$ cat src/rtl/ppi_pkg.sv
`timescale 1ns / 1ps

package ppi_pkg;

    // Field and intermediate widths. Coordinates are Q8.8, products Q16.16,
    // numerators Q24.24.
    localparam int CW    = 16;  // coordinate and normal field width
    localparam int DW    = 33;  // cross product component, Q16.16
    localparam int DDW   = 34;  // plane constant d = -(n . p)
    localparam int THW   = 33;  // parallel threshold
    localparam int PW    = 32;  // point output width
    localparam int PRW   = 50;  // d * n product
    localparam int NW    = 51;  // numerator (difference of two products)
    localparam int NMAG  = 50;  // numerator magnitude bits, one divider step each
    localparam int DMAG  = 32;  // divisor magnitude bits
    localparam int DIV_LAT = NMAG + 2;

    // Queue between the front and the back.
    localparam int QDEPTH = 4;
    localparam int QAW    = 2;

    // APB register map, one 64-bit register per 8 bytes.
    localparam int AW     = 6;
    localparam int RW     = 64;
    localparam logic [2:0] REG_REF_POINT_X  = 3'd0;
    localparam logic [2:0] REG_REF_POINT_Y  = 3'd1;
    localparam logic [2:0] REG_REF_POINT_Z  = 3'd2;
    localparam logic [2:0] REG_REF_NORMAL_X = 3'd3;
    localparam logic [2:0] REG_REF_NORMAL_Y = 3'd4;
    localparam logic [2:0] REG_REF_NORMAL_Z = 3'd5;
    localparam logic [2:0] REG_THRESHOLD    = 3'd6;

    // Relation codes.
    localparam logic [1:0] REL_DISJOINT   = 2'd0;
    localparam logic [1:0] REL_COINCIDENT = 2'd1;
    localparam logic [1:0] REL_LINE       = 2'd2;

    // Axis that is set to zero when solving for the point on the line.
    localparam logic [1:0] AXIS_X = 2'd0;
    localparam logic [1:0] AXIS_Y = 2'd1;
    localparam logic [1:0] AXIS_Z = 2'd2;

    // Reference plane and threshold as held in the configuration registers.
    typedef struct packed {
        logic signed [CW-1:0] px;
        logic signed [CW-1:0] py;
        logic signed [CW-1:0] pz;
        logic signed [CW-1:0] nx;
        logic signed [CW-1:0] ny;
        logic signed [CW-1:0] nz;
        logic [THW-1:0]       thr;
    } ppi_ref_t;

    // Classified item passed from the front to the back.
    typedef struct packed {
        logic [1:0]            rel;
        logic [1:0]            axis;
        logic signed [DW-1:0]  ux;
        logic signed [DW-1:0]  uy;
        logic signed [DW-1:0]  uz;
        logic signed [DW-1:0]  den;
        logic signed [DDW-1:0] d0a;
        logic signed [DDW-1:0] d0b;
        logic signed [DDW-1:0] d1a;
        logic signed [DDW-1:0] d1b;
        logic signed [CW-1:0]  n0a;
        logic signed [CW-1:0]  n0b;
        logic signed [CW-1:0]  n1a;
        logic signed [CW-1:0]  n1b;
    } ppi_item_t;

    // Side data that travels alongside the dividers.
    typedef struct packed {
        logic [1:0]           rel;
        logic [1:0]           axis;
        logic signed [DW-1:0] ux;
        logic signed [DW-1:0] uy;
        logic signed [DW-1:0] uz;
    } ppi_side_t;

endpackage

$ cat src/rtl/ppi_queue.sv
`timescale 1ns / 1ps

module ppi_queue (
    input  logic               aclk,
    input  logic               aresetn,
    input  logic               push_valid,
    output logic               push_ready,
    input  ppi_pkg::ppi_item_t push_item,
    output logic               pop_valid,
    input  logic               pop_ready,
    output ppi_pkg::ppi_item_t pop_item
);

    ppi_pkg::ppi_item_t          mem [ppi_pkg::QDEPTH];
    logic [ppi_pkg::QAW-1:0]     wr_ptr_reg, rd_ptr_reg;
    logic [ppi_pkg::QAW:0]       count_reg;
    logic                        push, pop;

    assign push_ready = count_reg != (ppi_pkg::QAW+1)'(ppi_pkg::QDEPTH);
    assign pop_valid  = count_reg != '0;
    assign push       = push_valid && push_ready;
    assign pop        = pop_valid && pop_ready;
    assign pop_item   = mem[rd_ptr_reg];

    // Entry storage.
    always_ff @(posedge aclk) begin
        if (push) begin
            mem[wr_ptr_reg] <= push_item;
        end
    end

    // Pointers and fill count.
    always_ff @(posedge aclk) begin
        if (!aresetn) begin
            wr_ptr_reg <= '0;
            rd_ptr_reg <= '0;
            count_reg  <= '0;
        end else begin
            if (push) begin
                wr_ptr_reg <= wr_ptr_reg + 1'b1;
            end
            if (pop) begin
                rd_ptr_reg <= rd_ptr_reg + 1'b1;
            end
            if (push && !pop) begin
                count_reg <= count_reg + 1'b1;
            end else if (pop && !push) begin
                count_reg <= count_reg - 1'b1;
            end
        end
    end

endmodule

$ cat config.mk
export PLATFORM = sky130hd
export DESIGN_NAME = ppi_queue
export DESIGN_NICKNAME = d
export VERILOG_FILES = /design/src/rtl/ppi_pkg.sv /design/src/rtl/ppi_queue.sv
export SDC_FILE = /design/constraint.sdc
export NUM_CORES = 1
export LEC_CHECK = 0
export CELL_PAD_IN_SITES_DETAIL_PLACEMENT = 1
export CELL_PAD_IN_SITES_GLOBAL_PLACEMENT = 2
export CORE_MARGIN = 2
export CORE_UTILIZATION = 54
export CTS_CLUSTER_SIZE = 24
export DETAILED_ROUTE_END_ITERATION = 12
export DONT_BUFFER_PORTS = 1
export HOLD_SLACK_MARGIN = 0.1
export PLACE_DENSITY = 0.84
export SYNTH_ARGS = -nofsm -noshare
export SYNTH_HDL_FRONTEND = slang
export SYNTH_SLANG_ARGS = --single-unit
$ cat constraint.sdc
create_clock -name aclk -period 17.69 [get_ports aclk]
set_clock_uncertainty 0.2 [all_clocks]
set_input_delay 2.6535 -clock aclk [delete_from_list [all_inputs] [get_ports aclk]]
set_output_delay 2.6535 -clock aclk [all_outputs]
set_load 0.02 [all_outputs]
Word-level counts from Yosys, hierarchy flattened
Memories as Yosys holds them, arrays and structs flattened. A register that Yosys moved wholly into a read port is not among the register bits.
Cells that the tools add are included.
{ "word_totals": {"reg_bits": 7, "ram_bits": 1344, "input_bits": 340, "output_inout_bits": 338, "word_cells": 23, "memories": 1} }
{ "mem_list": {"columns": ["memory", "depth", "word_bits", "read_ports", "rd_clocked_by_memory_dff", "wr", "line", "rtl"], "rows": [
  ["mem", 4, 336, 1, 1, 1, "ppi_queue.sv:14", "ppi_pkg::ppi_item_t mem [ppi_pkg::QDEPTH];"]
]} }
{ "op_classes": {"addsub": 4, "n_eq_ne": 1, "muxes": 6, "reduce_logical": 8} }
{ "ops": {"columns": ["cell", "count"], "rows": [
  ["2-to-1 mux 3 bit", 2],
  ["adder 2 x 1 -> 2 bit, second input constant", 2],
  ["logical AND 1 bit", 4],
  ["2-to-1 mux 2 bit", 2],
  ["adder 3 x 1 -> 3 bit, second input constant", 1],
  ["inequality test 3 bit, second input constant", 1],
  ["nonzero test 3 bit", 1],
  ["subtractor 3 x 1 -> 3 bit, second input constant", 1],
  ["zero test 1 bit", 2],
  ["2-to-1 mux 1 bit", 2],
  ["nonzero test 2 bit", 1]
]} }

Logic depth before layout (Yosys ltp)
Gate-level depths: netlist (run 1).
{ "logic_depth": {"depth_word": 6, "depth_mapped": 8} }

Least setup slack after synthesis (run 1)
OpenSTA, ideal clock, no wires.
{ "synth_timing": {"path_kind": "input to register", "startpoint": "input push_valid", "endpoint": "memory mem[0][0] (netlist name), enable pin", "arrival_time_ns": 10.690, "required_time_ns": 16.749, "slack_ns": 6.059, "cell_stages": 2, "cell_sequence": "a21boi_1 > and2_1"} }
{ "synth_via": {"elab_chain_cells": 3} }
{ "synth_lines": {"columns": ["item", "line", "rtl"], "rows": [
  ["start: declaration", "ppi_queue.sv:6", "input logic push_valid,"],
  ["logical AND 1 bit", "ppi_queue.sv:21", "assign push = push_valid && push_ready;"],
  ["2-to-1 mux 1 bit", "ppi_queue.sv:27", "if (push) begin"],
  ["2-to-1 mux 1 bit (not written as such)", "ppi_queue.sv:28", "mem[wr_ptr_reg] <= push_item;"],
  ["end: declaration", "ppi_queue.sv:14", null]
]} }
Every way passes these cells.

==> results of run 1 <==
-- area by class of cell --
class,instances,share of cell area [%]
multi-input cells,371,14.5
clock buffers,163,6.61
inverters,3,0.0207
clock inverters,69,1.10
diodes,4,0.0184
flip-flops and latches,1353,74.7
repair buffers,20,0.415
well taps,1176,2.71
-- layer usage --
metal  part of all wire, %  vias to the layer above  track usage [%]
li1                      -                     8017                -
met1                    34                    10600             25.7
met2                    52                      869             39.1
met3                    11                      174             10.3
met4                   3.1                        2             8.14
met5                 0.012                        -                0
-- metrics by stage --
stage	power [mW]	setup WS [ns]	cell area, µm²	utilization (%)	cells
after floorplan	5.67	6.06	48900	-	1803
after global placement	5.90	10.64	50100	55.8	2923
after detailed placement	5.94	10.57	50100	55.8	2923
after CTS	8.66	9.75	54300	60.4	3155
after global routing	8.84	9.42	54300	60.4	3155
final	8.56	9.96	54300	60.4	3159
-- cells by family after synthesis --
kind of cell	share of synthesized area (%)
flops	83.0
fa+ha+maj	0.169
buf+inv	0.966
xor+xnor	0.0717
mux	15.6
simple gates	0.187
compound gates	0.0743
-- critical path, cell delays in order, from the launching register on --
cell     delay [ns]
dfxtp_4        0.79
buf_4          0.74
buf_4          0.85
buf_12         0.59
mux4_2         0.74
-- cell usage in the layout, fill, tap and decap left out, drive strengths merged, types with 5 or more instances in the layout --
cell | Yosys | layout
mux4 | 336 | 336
nand2 | 5 | 5
inv | 3 | 8
clkinv | 0 | 52
bufinv | 0 | 8
buf | 65 | 20
ha | 5 | 5
edfxtp | 1344 | 1344
and2 | 8 | 8
clkbuf | 11 | 163
dfxtp | 9 | 9
-- final timing paths --
path / startpoint / to / slack, ns / cells after the start
hold reg to reg: wr_ptr_reg[1] / wr_ptr_reg[1] / 0.32 / 2
hold / removal: wr_ptr_reg[1] / wr_ptr_reg[1] / 0.32 / 2
setup reg to reg: count_reg[0] / mem[2][254] / 13.09 / 5
setup / recovery: register / pop_item[255] / 9.96 / 4
-- power breakdown --
group | internal, mW | switching, mW | total [mW]
combinational | 0.634 | 1.20 | 1.84
clock | 1.56 | 1.15 | 2.71
sequential | 3.90 | 0.120 | 4.02
==> results_dict.tcl, run 1 <==
set metrics [dict create \
    status "finished clean" \
    viasPerCell 6.21 \
    maxSlewViolCount 0 \
    routed_wl_um 105000 \
    cp_max_fo 108 \
    grt_pass1_wl_um 152000 \
    fin_tns_setup_ns 0 \
    clk_path_buf_depth 3 \
    yosys.area.top_type "edfxtp_1" \
    synthTopCellsByArea "edfxtp_1 (83%), mux4_2 (15%), buf_4 (0.45%), dfxtp_1 (0.37%), buf_2 (0.17%)" \
    postSynthCellCount 1803 \
    hold_viol_final 0 \
    critPathKind "register to primary output" \
    grt_pass1_vias 21300 \
    drtAntennaViolNets 0 \
    synthMostInstantiatedCell "edfxtp_1" \
    io_pins 678 \
    synth_edf_count 1344 \
    hold_slack_ns 0.324 \
    cts_tree "built" \
    worstHoldPathType "register to register" \
    io_buffers 0 \
    largest_reg_flops 1344 \
    clock_sinks 1353 \
    synth_top_area_share_pct 82.6 \
    maxSlewHeadroom_pct 8.09 \
    endpoint_kind "primary output" \
    die_y_um 305 \
    track_usage_pct 23.0 \
    ys_seq_area_share_pct 83.0 \
    nFillCells 6864 \
    leakage_nw 16.5 \
    power_per_cell_area_nw_per_um2 158 \
    area.sequential_um2 40500 \
    syn_nets 2149 \
    ys_types 24 \
    rsz0062_at_grt "no" \
    drc 0 \
    period_minus_slack_ns 7.73 \
    ir_worst_vdd_uv 135 \
    overflow 0 \
    cap_violations 0 \
    root_buffer "clkbuf_16" \
    clock_latency_ns 0.74 \
    finalCritPeriodShare_pct 43.7 \
    via_count 19600 \
    cts_setup_buffers 0 \
    initial_core_util_pct 54.4 \
    yosys_register_bits 1353 \
    setup.worst_path.start_class "register" \
    synthTopCellsByCount "edfxtp_1 (1344), mux4_2 (336), buf_4 (29)" \
    first_iter_violations 1662 \
    ctsResizeCount 0 \
    ys.flop_type "edfxtp_1" \
    core_area_um2 89900 \
    grt_max_degree 165 \
    syn_area_um2 48900 \
    arrival_ns 4.88 \
    async_flop_share_pct 0 \
    postCtsHoldBufs 0 \
    nets 2228 \
    path_clk_slew_ns 0.06 \
    multi_input_area_um2 7850 \
    ctsHtreeMaxLevel 4 \
    dieArea_um2 92900 \
    max_freq_mhz 129 \
    numCtsBuffers 133 \
    antenna_found_initial 6 \
    die_w_um 305 \
    dp_hpwl_um 64100 \
    yosys_warnings 0 \
    rows 110 \
    routedWlPerCell_um 33.4 \
    first_pass_iters 5 \
    syn_to_final_growth_pct 11.2 \
    avgSynthCellArea_um2 27.1 \
    cp.required_ns 14.84 \
    tightest_slew_ns 1.38 \
    finalSetupViolations 0 \
    final_layout_size_suffix_gt1_share_pct 27.6 \
    gp_congestion 0.828 \
]
Note: power is estimated with default switching activity, not from simulation.
==> inputs of run 2 (changes only) <==
- CORE_UTILIZATION: 54 -> 45
- PLACE_DENSITY: 0.84 -> 0.75
- clock period: 17.69 -> 7.05 ns (I/O delays scaled with it)
==> results_dict.tcl, run 2 (synthesis gave the netlist of run 1 again) <==
set metrics [dict create \
    status "finished clean" \
    initial_core_util_pct 45.5 \
    cpMaxStageDelayCell "dfxtp_4" \
    first_iter_violations 1424 \
    finalSetupViolations 0 \
    numCtsBuffers 138 \
    cp_max_fo 107 \
    min_to "mem[0][140]" \
    period_minus_slack_ns 4.56 \
    routed_wl_um 101000 \
    area.sequential_um2 40500 \
    rows 120 \
    die_y_um 333 \
    max_freq_mhz 219 \
    grt_pass1_wl_um 146000 \
    dp_hpwl_um 62000 \
    design_area_um2 54900 \
    hold_slack_ns 0.217 \
    cts_tree "built" \
    placedCellCount 3152 \
    hp-start "push_item[140]" \
    cp.required_ns 5.79 \
    nFillCells 8887 \
    reg2reg_from "count_reg[0]" \
    rrSetupSlack_ns 3.58 \
    postCtsHoldBufs 0 \
    slowest_delay_ns 0.88 \
    fin_tns_setup_ns 0 \
    ctsHtreeMaxLevel 4 \
    nets 2235 \
    maxSlewHeadroom_pct 16.8 \
    viasPerCell 5.68 \
    rsz0062_at_grt "no" \
    cap_violations 0 \
    grt_max_degree 143 \
    power_mw 21.7 \
    rr_endpoint "mem[2][256]" \
    maxSlewViolCount 0 \
    root_buffer "clkbuf_16" \
    finalCritPeriodShare_pct 64.7 \
    path_clk_slew_ns 0.06 \
    gp_congestion 0.768 \
    die_w_um 333 \
    drtAntennaViolNets 0 \
    arrival_ns 3.31 \
    layout_common_cells "edfxtp_1 (1344), mux4_2 (336), clkbuf_16 (144)" \
    dieArea_um2 111000 \
    via_count 19300 \
    power_per_cell_area_nw_per_um2 396 \
    holdPathStages 0 \
    final_util_pct 51.2 \
    clock_sinks 1353 \
    postPlaceCellArea_um2 50500 \
    first_pass_iters 5 \
    leakage_nw 16.6 \
    cp_cell_sequence "buf_12, mux4_2" \
    insertedDiodeCount 0 \
    io_pins 678 \
    tightest_slew_ns 1.25 \
    grt_pass1_vias 20900 \
    setup.worst_path.start_class "register" \
    pre_cts_slack_ns 3.15 \
    largest_reg_flops 1344 \
    fin_ws_ns 2.49 \
    multi_input_area_um2 7850 \
    routedWlPerCell_um 29.7 \
    worstHoldPathType "input pin to register" \
    clock_latency_ns 0.71 \
    critPathKind "register to primary output" \
    r2r_cells 4 \
    track_usage_pct 18.1 \
    core_area_um2 107000 \
    ctsResizeCount 0 \
    hold_viol_final 0 \
    io_buffers 0 \
    antenna_found_initial 4 \
    ir_worst_vdd_uv 242 \
    syn_to_final_growth_pct 12.4 \
    final_common_cell "edfxtp_1" \
    endpoint_kind "primary output" \
    overflow 0 \
    final_layout_size_suffix_gt1_share_pct 27.7 \
    clk_path_buf_depth 3 \
    stdcell_count 3401 \
    drc 0 \
    cts_setup_buffers 0 \
]
==> run 2: cell count changes in the layout (fill, tap and decap cells not counted), moves of 2 or more <==
cell and change:
buf_12 +9, buf_4 -7, clkbuf_1 +6, clkinv_1 +6, clkbuf_16 +4, diode_2 -4
bufinv_16 +3, clkinv_2 -2, clkinv_4 +2, clkinv_8 -2, inv_6 -2
==> run 2: worst max-delay path: cells and delay by family (launching register included) <==
kind | cells | cell delay, ns
flip-flops | 1 | 0.88
multiplexers | 1 | 0.74
buffers and inverters | 1 | 0.46
==> run 2: how the worst max path moves through the flow <==
stage | from | end | slack, ns | cells after the start
2_1_floorplan | push_valid | mem[0][0] | 0.76 | 2
3_3_place_gp | push_valid | mem[2][255] | 3.14 | 3
3_5_place_dp | push_valid | mem[2][252] | 3.15 | 3
4_1_cts | register | pop_item[224] | 2.37 | 2
5_1_grt | register | pop_item[135] | 2.19 | 2
6_report | register | pop_item[224] | 2.49 | 2
==> run 2: layer usage <==
metal | global-route usage, % | share of wire (%) | up-vias
li1 | - | - | 8027
met1 | 19.6 | 34 | 10400
met2 | 30.3 | 52 | 737
met3 | 9.21 | 12 | 159
met4 | 6.54 | 2.8 | 8
met5 | 0 | 0.050 | -
==> run 2: power breakdown <==
part / switching, mW / total [mW] / internal [mW]
Clock: 2.93 / 7.07 / 4.14
Sequential: 0.257 / 10.0 / 9.78
Combinational: 3.03 / 4.64 / 1.62
==> run 2: area by class of cell <==
type	count	area share, %
timing repair buffer	22	0.642
inverter	3	0.0205
sequential	1353	73.8
multi-input combinational	371	14.3
tap	1403	3.20
clock buffer	173	6.76
clock inverter	76	1.28
